===== config.mk =====
export PLATFORM = sky130hd
export DESIGN_NAME = audio_noise_gate_flat
export DESIGN_NICKNAME = d
export VERILOG_FILES = /design/src/sv/ang_pkg.sv /design/src/sv/ang_if.sv /design/src/sv/ang_gain_core.sv /design/src/sv/audio_noise_gate.sv /design/src/flat_wrapper.sv
export SDC_FILE = /design/constraint.sdc
export NUM_CORES = 2
export LEC_CHECK = 0
export BUFFER_PORTS_ARGS = -buffer_cell sky130_fd_sc_hd__buf_2
export CORE_UTILIZATION = 35
export DETAILED_ROUTE_END_ITERATION = 8
export PLACE_DENSITY = 0.54
export SLEW_MARGIN = 20
export SYNTH_ARGS = -nofsm -noshare
export SYNTH_HDL_FRONTEND = slang
export SYNTH_SLANG_ARGS = --single-unit

===== constraint.sdc =====
create_clock -name clock -period 19.5 [get_ports clock]
set_input_delay 3.9 -clock clock [delete_from_list [all_inputs] [get_ports clock]]
set_output_delay 3.9 -clock clock [all_outputs]
set_load 0.1 [all_outputs]

===== src/sv/ang_pkg.sv =====
`timescale 1ns / 1ps

package ang_pkg;

   // Channel count and the width of a channel index into the state arrays.
   localparam int unsigned CHANNELS = 8;
   localparam int unsigned CH_IDX_W = (CHANNELS > 1) ? $clog2(CHANNELS) : 1;

   // Fixed field widths.
   localparam int unsigned CH_W       = 3;
   localparam int unsigned SAMPLE_W   = 16;
   localparam int unsigned PEAK_W     = 16;
   localparam int unsigned GAIN_W     = 17;
   localparam int unsigned AGE_W      = 20;
   localparam int unsigned CSR_IDX_W  = 3;
   localparam int unsigned CSR_DATA_W = 20;
   localparam int unsigned PROD_W     = SAMPLE_W + GAIN_W + 1;

   localparam logic [GAIN_W-1:0] GAIN_ONE  = 17'h10000;
   localparam logic [GAIN_W-1:0] GAIN_ZERO = 17'h00000;
   localparam logic [AGE_W-1:0]  AGE_MAX   = 20'hFFFFF;

   // Register reset values.
   localparam logic [15:0]     OPEN_THR_RST  = 16'd1024;
   localparam logic [15:0]     CLOSE_THR_RST = 16'd512;
   localparam logic [16:0]     ATTACK_RST    = 17'd64;
   localparam logic [16:0]     RELEASE_RST   = 17'd16;
   localparam logic [AGE_W-1:0] HOLD_RST     = 20'd480;

   typedef enum logic [CSR_IDX_W-1:0] {
      REG_OPEN_THR  = 3'd0,
      REG_CLOSE_THR = 3'd1,
      REG_ATTACK    = 3'd2,
      REG_RELEASE   = 3'd3,
      REG_HOLD      = 3'd4
   } ang_reg_type;

   typedef struct packed {
      logic [PEAK_W-1:0] open_thr;
      logic [PEAK_W-1:0] close_thr;
      logic [GAIN_W-1:0] attack_step;
      logic [GAIN_W-1:0] release_step;
      logic [AGE_W-1:0]  hold_samples;
   } ang_cfg_type;

   typedef struct packed {
      logic              gate_open;
      logic [GAIN_W-1:0] gain;
   } ang_upd_type;

endpackage


===== src/sv/ang_if.sv =====
`timescale 1ns / 1ps

interface ang_req_if;
   import ang_pkg::*;

   logic                       valid;
   logic                       ready;
   logic [CH_W-1:0]            channel;
   logic signed [SAMPLE_W-1:0] sample_in;

   modport source (output valid, output channel, output sample_in, input ready);
   modport sink   (input valid, input channel, input sample_in, output ready);
endinterface

interface ang_rsp_if;
   import ang_pkg::*;

   logic                       valid;
   logic                       ready;
   logic [CH_W-1:0]            channel_out;
   logic signed [SAMPLE_W-1:0] sample_out;
   logic                       gate_open;

   modport source (output valid, output channel_out, output sample_out, output gate_open,
                   input ready);
   modport sink   (input valid, input channel_out, input sample_out, input gate_open,
                   output ready);
endinterface


===== src/sv/ang_gain_core.sv =====
`timescale 1ns / 1ps

module ang_gain_core import ang_pkg::*; (
   input  logic                       clock,
   input  logic                       reset,
   input  ang_cfg_type                cfg,
   input  logic                       upd_en,
   input  logic [CH_W-1:0]            channel,
   input  logic signed [SAMPLE_W-1:0] sample_in,
   output ang_upd_type                upd
);

   logic [PEAK_W-1:0] peak_ff [CHANNELS];
   logic [AGE_W-1:0]  age_ff  [CHANNELS];
   logic              open_ff [CHANNELS];
   logic [GAIN_W-1:0] gain_ff [CHANNELS];

   logic [CH_IDX_W-1:0] idx;
   logic                hit;
   logic [PEAK_W-1:0]   mag;
   logic [AGE_W-1:0]    age_inc;
   logic                replace;
   logic [PEAK_W-1:0]   peak_in;
   logic [AGE_W-1:0]    age_in;
   logic                open_in;
   logic [GAIN_W:0]     gain_sum;
   logic [GAIN_W-1:0]   gain_in;

   assign idx = CH_IDX_W'(channel);
   assign hit = 32'(channel) < CHANNELS;

   // Full-scale negative input yields 0x8000, which is the correct magnitude.
   assign mag = sample_in[SAMPLE_W-1] ? PEAK_W'(-sample_in) : PEAK_W'(sample_in);

   assign age_inc  = (age_ff[idx] != AGE_MAX) ? age_ff[idx] + 20'd1 : age_ff[idx];
   assign replace  = (mag > peak_ff[idx]) || (age_inc > cfg.hold_samples);
   assign peak_in  = replace ? mag : peak_ff[idx];
   assign age_in   = replace ? '0 : age_inc;
   assign gain_sum = {1'b0, gain_ff[idx]} + {1'b0, cfg.attack_step};

   always_comb begin
      priority if (peak_in > cfg.open_thr) begin
         open_in = 1'b1;
      end else if (peak_in < cfg.close_thr) begin
         open_in = 1'b0;
      end else begin
         open_in = open_ff[idx];
      end
   end

   always_comb begin
      if (open_in) begin
         priority if (cfg.attack_step == '0) begin
            gain_in = GAIN_ONE;
         end else if (gain_sum > {1'b0, GAIN_ONE}) begin
            gain_in = GAIN_ONE;
         end else begin
            gain_in = gain_sum[GAIN_W-1:0];
         end
      end else begin
         priority if ((cfg.release_step == '0) || (gain_ff[idx] <= cfg.release_step)) begin
            gain_in = GAIN_ZERO;
         end else begin
            gain_in = gain_ff[idx] - cfg.release_step;
         end
      end
   end

   always_ff @(posedge clock) begin
      if (reset) begin
         for (int i = 0; i < CHANNELS; i++) begin
            peak_ff[i] <= '0;
            age_ff[i]  <= '0;
            open_ff[i] <= 1'b0;
            gain_ff[i] <= '0;
         end
      end else if (upd_en && hit) begin
         peak_ff[idx] <= peak_in;
         age_ff[idx]  <= age_in;
         open_ff[idx] <= open_in;
         gain_ff[idx] <= gain_in;
      end
   end

   // A channel without state passes on a closed gate and zero gain.
   assign upd.gate_open = hit & open_in;
   assign upd.gain      = hit ? gain_in : GAIN_ZERO;

endmodule


===== src/sv/audio_noise_gate.sv =====
`timescale 1ns / 1ps

// Per-channel noise gate with peak hold, open/close hysteresis and linear Q16 gain ramps.
// It takes one sample per clock cycle unless the output stalls, on any channel in any
// order, and gives one result per sample through the input, gain and result stages, in
// the same order. The rate is set by the read-modify-write of the channel's state in the
// second stage; the third stage forms the product of sample and gain. The user writes the
// thresholds, ramp steps and hold time through the csr port only while no sample is in
// flight, which the block does not enforce; they take effect from the next sample.
module audio_noise_gate import ang_pkg::*; (
   input  logic                  clock,
   input  logic                  reset,
   ang_req_if.sink               req_bus,
   ang_rsp_if.source             rsp_bus,
   input  logic                  csr_we,
   input  logic [CSR_IDX_W-1:0]  csr_index,
   input  logic [CSR_DATA_W-1:0] csr_data
);

   ang_cfg_type cfg_ff;
   ang_cfg_type cfg_in;

   // Input stage.
   logic                       in_v_ff;
   logic [CH_W-1:0]            in_ch_ff;
   logic signed [SAMPLE_W-1:0] in_smp_ff;

   // Gain stage.
   logic                       mid_v_ff;
   logic [CH_W-1:0]            mid_ch_ff;
   logic signed [SAMPLE_W-1:0] mid_smp_ff;
   logic [GAIN_W-1:0]          mid_gain_ff;
   logic                       mid_open_ff;

   // Result stage.
   logic                       out_v_ff;
   logic [CH_W-1:0]            out_ch_ff;
   logic signed [SAMPLE_W-1:0] out_smp_ff;
   logic                       out_open_ff;

   logic                       out_adv;
   logic                       mid_adv;
   logic                       in_adv;
   ang_upd_type                upd;
   logic signed [PROD_W-1:0]   prod;
   logic signed [SAMPLE_W-1:0] out_smp_in;

   always_comb begin
      cfg_in = cfg_ff;
      if (csr_we) begin
         unique case (ang_reg_type'(csr_index))
            REG_OPEN_THR:  cfg_in.open_thr     = PEAK_W'(csr_data);
            REG_CLOSE_THR: cfg_in.close_thr    = PEAK_W'(csr_data);
            REG_ATTACK:    cfg_in.attack_step  = GAIN_W'(csr_data);
            REG_RELEASE:   cfg_in.release_step = GAIN_W'(csr_data);
            REG_HOLD:      cfg_in.hold_samples = AGE_W'(csr_data);
            default:       cfg_in = cfg_ff;
         endcase
      end
   end

   always_ff @(posedge clock) begin
      if (reset) begin
         cfg_ff.open_thr     <= OPEN_THR_RST;
         cfg_ff.close_thr    <= CLOSE_THR_RST;
         cfg_ff.attack_step  <= ATTACK_RST;
         cfg_ff.release_step <= RELEASE_RST;
         cfg_ff.hold_samples <= HOLD_RST;
      end else begin
         cfg_ff <= cfg_in;
      end
   end

   // Each stage moves on when the one after it is empty or moving on itself.
   assign out_adv = !out_v_ff || rsp_bus.ready;
   assign mid_adv = !mid_v_ff || out_adv;
   assign in_adv  = !in_v_ff || mid_adv;
   assign req_bus.ready = in_adv;

   ang_gain_core u_core (
      .clock     (clock),
      .reset     (reset),
      .cfg       (cfg_ff),
      .upd_en    (in_v_ff && mid_adv),
      .channel   (in_ch_ff),
      .sample_in (in_smp_ff),
      .upd       (upd)
   );

   // Gain is at most 1.0, so the floored product always fits the sample width.
   assign prod       = mid_smp_ff * $signed({1'b0, mid_gain_ff});
   assign out_smp_in = prod[SAMPLE_W+15:16];

   always_ff @(posedge clock) begin
      if (reset) begin
         in_v_ff  <= 1'b0;
         mid_v_ff <= 1'b0;
         out_v_ff <= 1'b0;
      end else begin
         if (in_adv) begin
            in_v_ff <= req_bus.valid;
         end
         if (mid_adv) begin
            mid_v_ff <= in_v_ff;
         end
         if (out_adv) begin
            out_v_ff <= mid_v_ff;
         end
      end
   end

   always_ff @(posedge clock) begin
      if (in_adv && req_bus.valid) begin
         in_ch_ff  <= req_bus.channel;
         in_smp_ff <= req_bus.sample_in;
      end
      if (mid_adv && in_v_ff) begin
         mid_ch_ff   <= in_ch_ff;
         mid_smp_ff  <= in_smp_ff;
         mid_gain_ff <= upd.gain;
         mid_open_ff <= upd.gate_open;
      end
      if (out_adv && mid_v_ff) begin
         out_ch_ff   <= mid_ch_ff;
         out_smp_ff  <= out_smp_in;
         out_open_ff <= mid_open_ff;
      end
   end

   assign rsp_bus.valid       = out_v_ff;
   assign rsp_bus.channel_out = out_ch_ff;
   assign rsp_bus.sample_out  = out_smp_ff;
   assign rsp_bus.gate_open   = out_open_ff;

endmodule


===== src/flat_wrapper.sv =====
// flat-port wrapper written by rule: the top's interface ports become plain ports
module audio_noise_gate_flat import ang_pkg::*;
  (clock, reset, csr_we, csr_index, csr_data, req_bus_valid, req_bus_channel, req_bus_sample_in, req_bus_ready, rsp_bus_valid, rsp_bus_channel_out, rsp_bus_sample_out, rsp_bus_gate_open, rsp_bus_ready);
  ang_req_if req_bus_i ();
  ang_rsp_if rsp_bus_i ();
  input  logic clock;
  input  logic reset;
  input  logic csr_we;
  input  logic [CSR_IDX_W-1:0] csr_index;
  input  logic [CSR_DATA_W-1:0] csr_data;
  input wire logic [$bits(req_bus_i.valid)-1:0] req_bus_valid;
  input wire logic [$bits(req_bus_i.channel)-1:0] req_bus_channel;
  input wire logic [$bits(req_bus_i.sample_in)-1:0] req_bus_sample_in;
  output wire logic [$bits(req_bus_i.ready)-1:0] req_bus_ready;
  output wire logic [$bits(rsp_bus_i.valid)-1:0] rsp_bus_valid;
  output wire logic [$bits(rsp_bus_i.channel_out)-1:0] rsp_bus_channel_out;
  output wire logic [$bits(rsp_bus_i.sample_out)-1:0] rsp_bus_sample_out;
  output wire logic [$bits(rsp_bus_i.gate_open)-1:0] rsp_bus_gate_open;
  input wire logic [$bits(rsp_bus_i.ready)-1:0] rsp_bus_ready;
  assign req_bus_i.valid = req_bus_valid;
  assign req_bus_i.channel = req_bus_channel;
  assign req_bus_i.sample_in = req_bus_sample_in;
  assign req_bus_ready = req_bus_i.ready;
  assign rsp_bus_valid = rsp_bus_i.valid;
  assign rsp_bus_channel_out = rsp_bus_i.channel_out;
  assign rsp_bus_sample_out = rsp_bus_i.sample_out;
  assign rsp_bus_gate_open = rsp_bus_i.gate_open;
  assign rsp_bus_i.ready = rsp_bus_ready;
  audio_noise_gate u_core (.clock(clock), .reset(reset), .req_bus(req_bus_i), .rsp_bus(rsp_bus_i), .csr_we(csr_we), .csr_index(csr_index), .csr_data(csr_data));
endmodule

* Word-level counts from Yosys, hierarchy flattened
Memory sizes are Yosys's and may differ from the RTL's. A register that Yosys moved wholly into a read port is not among the register bits.
Index checks and enable logic that the tools add are counted.
** Storage, ports and cells
- Register bits :: 165
- Memory bits (writable) :: 432
- Bits of input ports :: 47
- Memories kept :: 4
** Memories
- u_core.u_core.age_ff :: depth 8, width 20, read ports 1, clocked after memory_dff 1, write ports 8, line ang_gain_core.sv:14 : logic [AGE_W-1:0] age_ff [CHANNELS];
- u_core.u_core.gain_ff :: depth 8, width 17, read ports 1, clocked after memory_dff 1, write ports 8, line ang_gain_core.sv:16 : logic [GAIN_W-1:0] gain_ff [CHANNELS];
- u_core.u_core.peak_ff :: depth 8, width 16, read ports 1, clocked after memory_dff 1, write ports 8, line ang_gain_core.sv:13 : logic [PEAK_W-1:0] peak_ff [CHANNELS];
- u_core.u_core.open_ff :: depth 8, width 1, read ports 1, clocked after memory_dff 1, write ports 8, line ang_gain_core.sv:15 : logic open_ff [CHANNELS];
** Cells by class
- Add/sub/neg operators :: 4
- Multiply operators :: 1
- Magnitude comparators :: 6
- Equality and inequality tests :: 5
- Muxes and demuxes :: 31
- Reductions and logical operators :: 23
** Operator list (count)
- two-way mux 17 bit :: 5
- two-way mux 20 bit :: 3
- two-way mux 16 bit :: 3
- logical NOT 17 bit :: 2
- > comparator 16 bit :: 2
- multiplier 16 x 18 -> 32 bit :: 1
- two-way mux 3 bit :: 8
- adder 20 x 1 -> 20 bit, second input constant :: 1
- > comparator 20 bit :: 1
- != test 20 bit, second input constant :: 1
- OR reduction 20 bit :: 1
- adder 17 x 17 -> 18 bit :: 1
- > comparator 18 x 17 -> 1 bit, second input constant :: 1
- less-or-equal comparator 17 bit :: 1
- OR reduction 17 bit :: 1
- subtractor 17 bit :: 1
- less-than comparator 16 bit :: 1
- negation 16 bit :: 1
- OR reduction 16 bit :: 1
- two-way mux 1 bit :: 12
- AND reduction 2 bit :: 5
- equality test 3 x 2 -> 1 bit, second input constant :: 2
- logical OR 1 bit :: 5
- equality test 3 x 1 -> 1 bit, second input constant :: 1
- 5 further kinds :: 9

* Depth between registers and ports, before layout
- Word-level depth :: 10
- Mapped depth :: 38
- Depth with buffers taken out :: 32

* By module
From an unflattened synthesis, not the netlist that was laid out.
** Second synthesis, totals
- Cells, all modules :: 3643
- Area, all modules :: 38019.0 um^2
** Modules (own cells, without submodules)
- ang_gain_core :: times used 1, cells an instance 2131, area an instance 23675.2 um^2, sequential area each 12972.4 um^2
- audio_noise_gate :: times used 1, cells an instance 1512, area an instance 14343.8 um^2, sequential area each 4063.9 um^2

* Least setup slack after synthesis
Ideal clock, no wire load.
- Kind :: in2out
- From :: input rsp_bus_ready
- To :: output req_bus_ready
- Arrival :: 4.936 ns
- Required time :: 15.600 ns
- Path slack :: 10.664 ns
- Cell stages on the path :: 2
- Buffers on the path :: 0
- Path through :: nor2b_1 -> nand3_1
** Between the ends
- Cells in the longest elaborated chain, start to end :: 3
** Ends and longest elaborated chain
- from (decl) :: line flat_wrapper.sv:19 : input wire logic [$bits(rsp_bus_i.ready)-1:0] rsp_bus_ready;
- logical OR 1 bit :: line audio_noise_gate.sv:75 : assign out_adv = !out_v_ff || rsp_bus.ready;
- logical OR 1 bit :: line audio_noise_gate.sv:76 : assign mid_adv = !mid_v_ff || out_adv;
- logical OR 1 bit :: line audio_noise_gate.sv:77 : assign in_adv = !in_v_ff || mid_adv;
- to (decl) :: line flat_wrapper.sv:14 : output wire logic [$bits(req_bus_i.ready)-1:0] req_bus_ready;
Every way passes these cells.

==> flow_metrics.tcl <==
set metrics [dict create \
    status "complete, but fails checks" \
    violations "design-rule violations" \
    cts_resized 0 \
    power.total_mw 6.56 \
    tightest_slew_ns 1.21 \
    clk_path_buf_depth 3 \
    crit_fanout 61 \
    core_area_um2 106000 \
    grt_pass1_wl_um 159000 \
    synth.most_common_cell "edfxtp_1" \
    start_util_pct 35.4 \
    finalCriticalPeriod_ns 10.94 \
    netlist_top_cells_area "edfxtp_1 (41%), fa_1 (11%), ha_1 (7.1%), mux4_2 (6.5%), dfxtp_1 (4.9%)" \
    htree_levels 3 \
    setup_viol 0 \
    fillers 10200 \
    final_area_um2 41500 \
    chipWidth_um 329 \
    grt_setup_unrepaired "no" \
    grt_antenna_before_repair 1 \
    fin_skew_ns 0.0329 \
    fin_nets 3779 \
    die_height_um 329 \
    netlist_instances 3299 \
    final_cells 4756 \
    synth.largest_area_cell "edfxtp_1" \
    dp_hpwl_um 68500 \
    drt_iter0_markers 2345 \
    port_buffers 68 \
    placed_cell_area_um2 39100 \
    ant_nets 0 \
    dieArea_um2 108000 \
    syn_area_um2 37400 \
    synth_edf_count 508 \
    fin_tns_setup_ns 0 \
    fin_crit_sh_pct 56.1 \
    cts_sinks 600 \
    drive_gt1_share_pct 11.7 \
    ios 69 \
    critical_path.endpoint_type "flip-flop" \
    vdd_ir_drop_max_uv 195 \
    viasPerCell 5.33 \
    synth_nets 3768 \
    cts-root-buf "clkbuf_16" \
    synth.distinct_cells 74 \
    p_leak_nw 16.4 \
    worstPathRequired_ns 19.93 \
    grt_max_degree 90 \
    placed_cells 4626 \
    vias 25300 \
    max_freq_ghz 0.0914 \
    grt_pass1_vias 25400 \
    cts_tree "done" \
    cts.clk_slew.worst_paths_ns 0.06 \
    start_kind "flip-flop" \
    maxCapViolCount 0 \
    slew_headroom_pct 18.6 \
    seq_area_frac_synth_pct 45.8 \
    slew_viol_final 0 \
    std_cell_rows 119 \
    grt.total_usage_pct 19.5 \
    gp_congestion 0.844 \
    cts_buffers 72 \
    hold_viol_final 0 \
    synthTopCellsByCount "edfxtp_1 (508), nand2_1 (391), inv_1 (388)" \
    cts_hold_buffers 0 \
    hp-class "reg -> reg" \
    p_per_area_nw_per_um2 158 \
    synth_top_area_share_pct 40.8 \
    yosys_warnings 0 \
    drt-wirelength-per-cell_um 22.1 \
    drt_pre_antenna_iters 7 \
    cp.arrival_ns 11.37 \
    syn_to_final_growth_pct 11.0 \
    post_cts_buffers 0 \
    syn_avg_cell_area_um2 11.3 \
    cp_slowest_stage_delay_ns 0.86 \
    finalWirelength_um 105000 \
    clk_latency_ns 0.65 \
    async_reset_ff_share_pct 0 \
    drc_errors 8 \
    critPathSlowestCell "buf_4" \
    synth_ff_type "edfxtp_1" \
    ys_ff_latch 600 \
    critPathKind "reg -> reg" \
    grt-ovfl-total 0 \
]
[state kept, by name, summed over array words and instances, names as in the netlist, 3 cells and up, named ones only]
register,flops
u_core.u_core.open_ff,8
u_core.in_ch_ff,3
u_core.u_core.age_ff,160
u_core.mid_smp_ff,16
u_core.in_smp_ff,16
u_core.mid_gain_ff,17
u_core.rsp_bus.channel_out,3
u_core.rsp_bus.sample_out,16
u_core.cfg_ff,86
u_core.u_core.peak_ff,128
u_core.u_core.gain_ff,136
u_core.mid_ch_ff,3
[worst paths after layout]
path | from | to | slack (ns) | cells past startpoint
hold reg to reg | u_core.mid_ch_ff[2]$_DFFE_PP_ | u_core.rsp_bus.channel_out[2]$_DFFE_PP_ | 0.43 | 0
setup reg to reg | flip-flop | u_core.u_core.gain_ff[3][3]$_SDFFCE_PN0P_ | 8.56 | 30
hold / removal | u_core.mid_ch_ff[2]$_DFFE_PP_ | u_core.rsp_bus.channel_out[2]$_DFFE_PP_ | 0.43 | 0
setup / recovery | flip-flop | u_core.u_core.gain_ff[3][3]$_SDFFCE_PN0P_ | 8.56 | 30
[cell families after synthesis]
logic type	Yosys count	share of synthesized area (%)
AOI/OAI and AO/OA	400	7.28
xor gates and xnor gates	74	1.82
adders and majority gates	422	18.3
buffers and inverters	561	5.84
DFF	600	45.8
muxes	168	8.20
and+or+nand+nor	1074	12.8
[area by class of cell]
class | instances | area (um^2) | area share (%)
Clock inverter | 37 | 353 | 0.851
Clock buffer | 91 | 1920 | 4.64
Sequential cell | 600 | 17100 | 41.3
Multi-Input combinational cell | 2138 | 18200 | 44.0
Antenna cell | 1 | 2.50 | 0.00604
Timing Repair Buffer | 107 | 633 | 1.53
Tap cell | 1391 | 1740 | 4.20
Inverter | 391 | 1470 | 3.54
[report_power, final]
| part | internal (mW) | switching (mW) | leakage [nW] |
|---|---|---|---|
| sequential | 1.62 | 0.0632 | 5.94 |
| combinational | 1.46 | 2.11 | 9.30 |
| clock | 0.746 | 0.561 | 1.12 |
[cell usage in the layout (no fill, tap or decap), types with 68 or more instances in the layout]
cell	Yosys	final
buf_2	14	68
a21oi_1	133	133
ha_1	213	213
and2_1	103	103
clkbuf_16	0	73
nor2_1	385	384
o32ai_1	101	101
mux4_2	108	108
fa_1	209	209
nand2_1	391	385
edfxtp_1	508	508
dfxtp_1	92	89
inv_1	388	387
[routing by layer]
layer | share of wire (%) | global-route usage, %
met4 | 1.8 | 4.29
met3 | 6.9 | 3.27
met1 | 46 | 28.3
met2 | 46 | 30.5
met5 | 0 | 0
[worst max-delay path, delay by kind of cell (launching register included)]
kind	cells	cell delay, ns
buffers and inverters	5	1.95
flip-flops	1	0.82
multiplexers	2	0.55
XOR/XNOR	1	0.67
AO/OA/AOI/OAI	8	2.65
adder cells (fa/ha/maj)	2	0.68
AND/OR/NAND/NOR	12	3.31
[metrics by stage]
step | utilization, % | hold slack (ns) | setup slack, ns
after global routing | 39.3 | 0.430 | 7.68
final | 39.3 | 0.428 | 8.56
after CTS | 39.2 | 0.413 | 8.60
after floorplan | - | 0.400 | 10.66
after detailed placement | 37.1 | 0.407 | 8.65
after global placement | 37.1 | 0.407 | 8.81
Note: power is estimated with default switching activity, not from simulation.
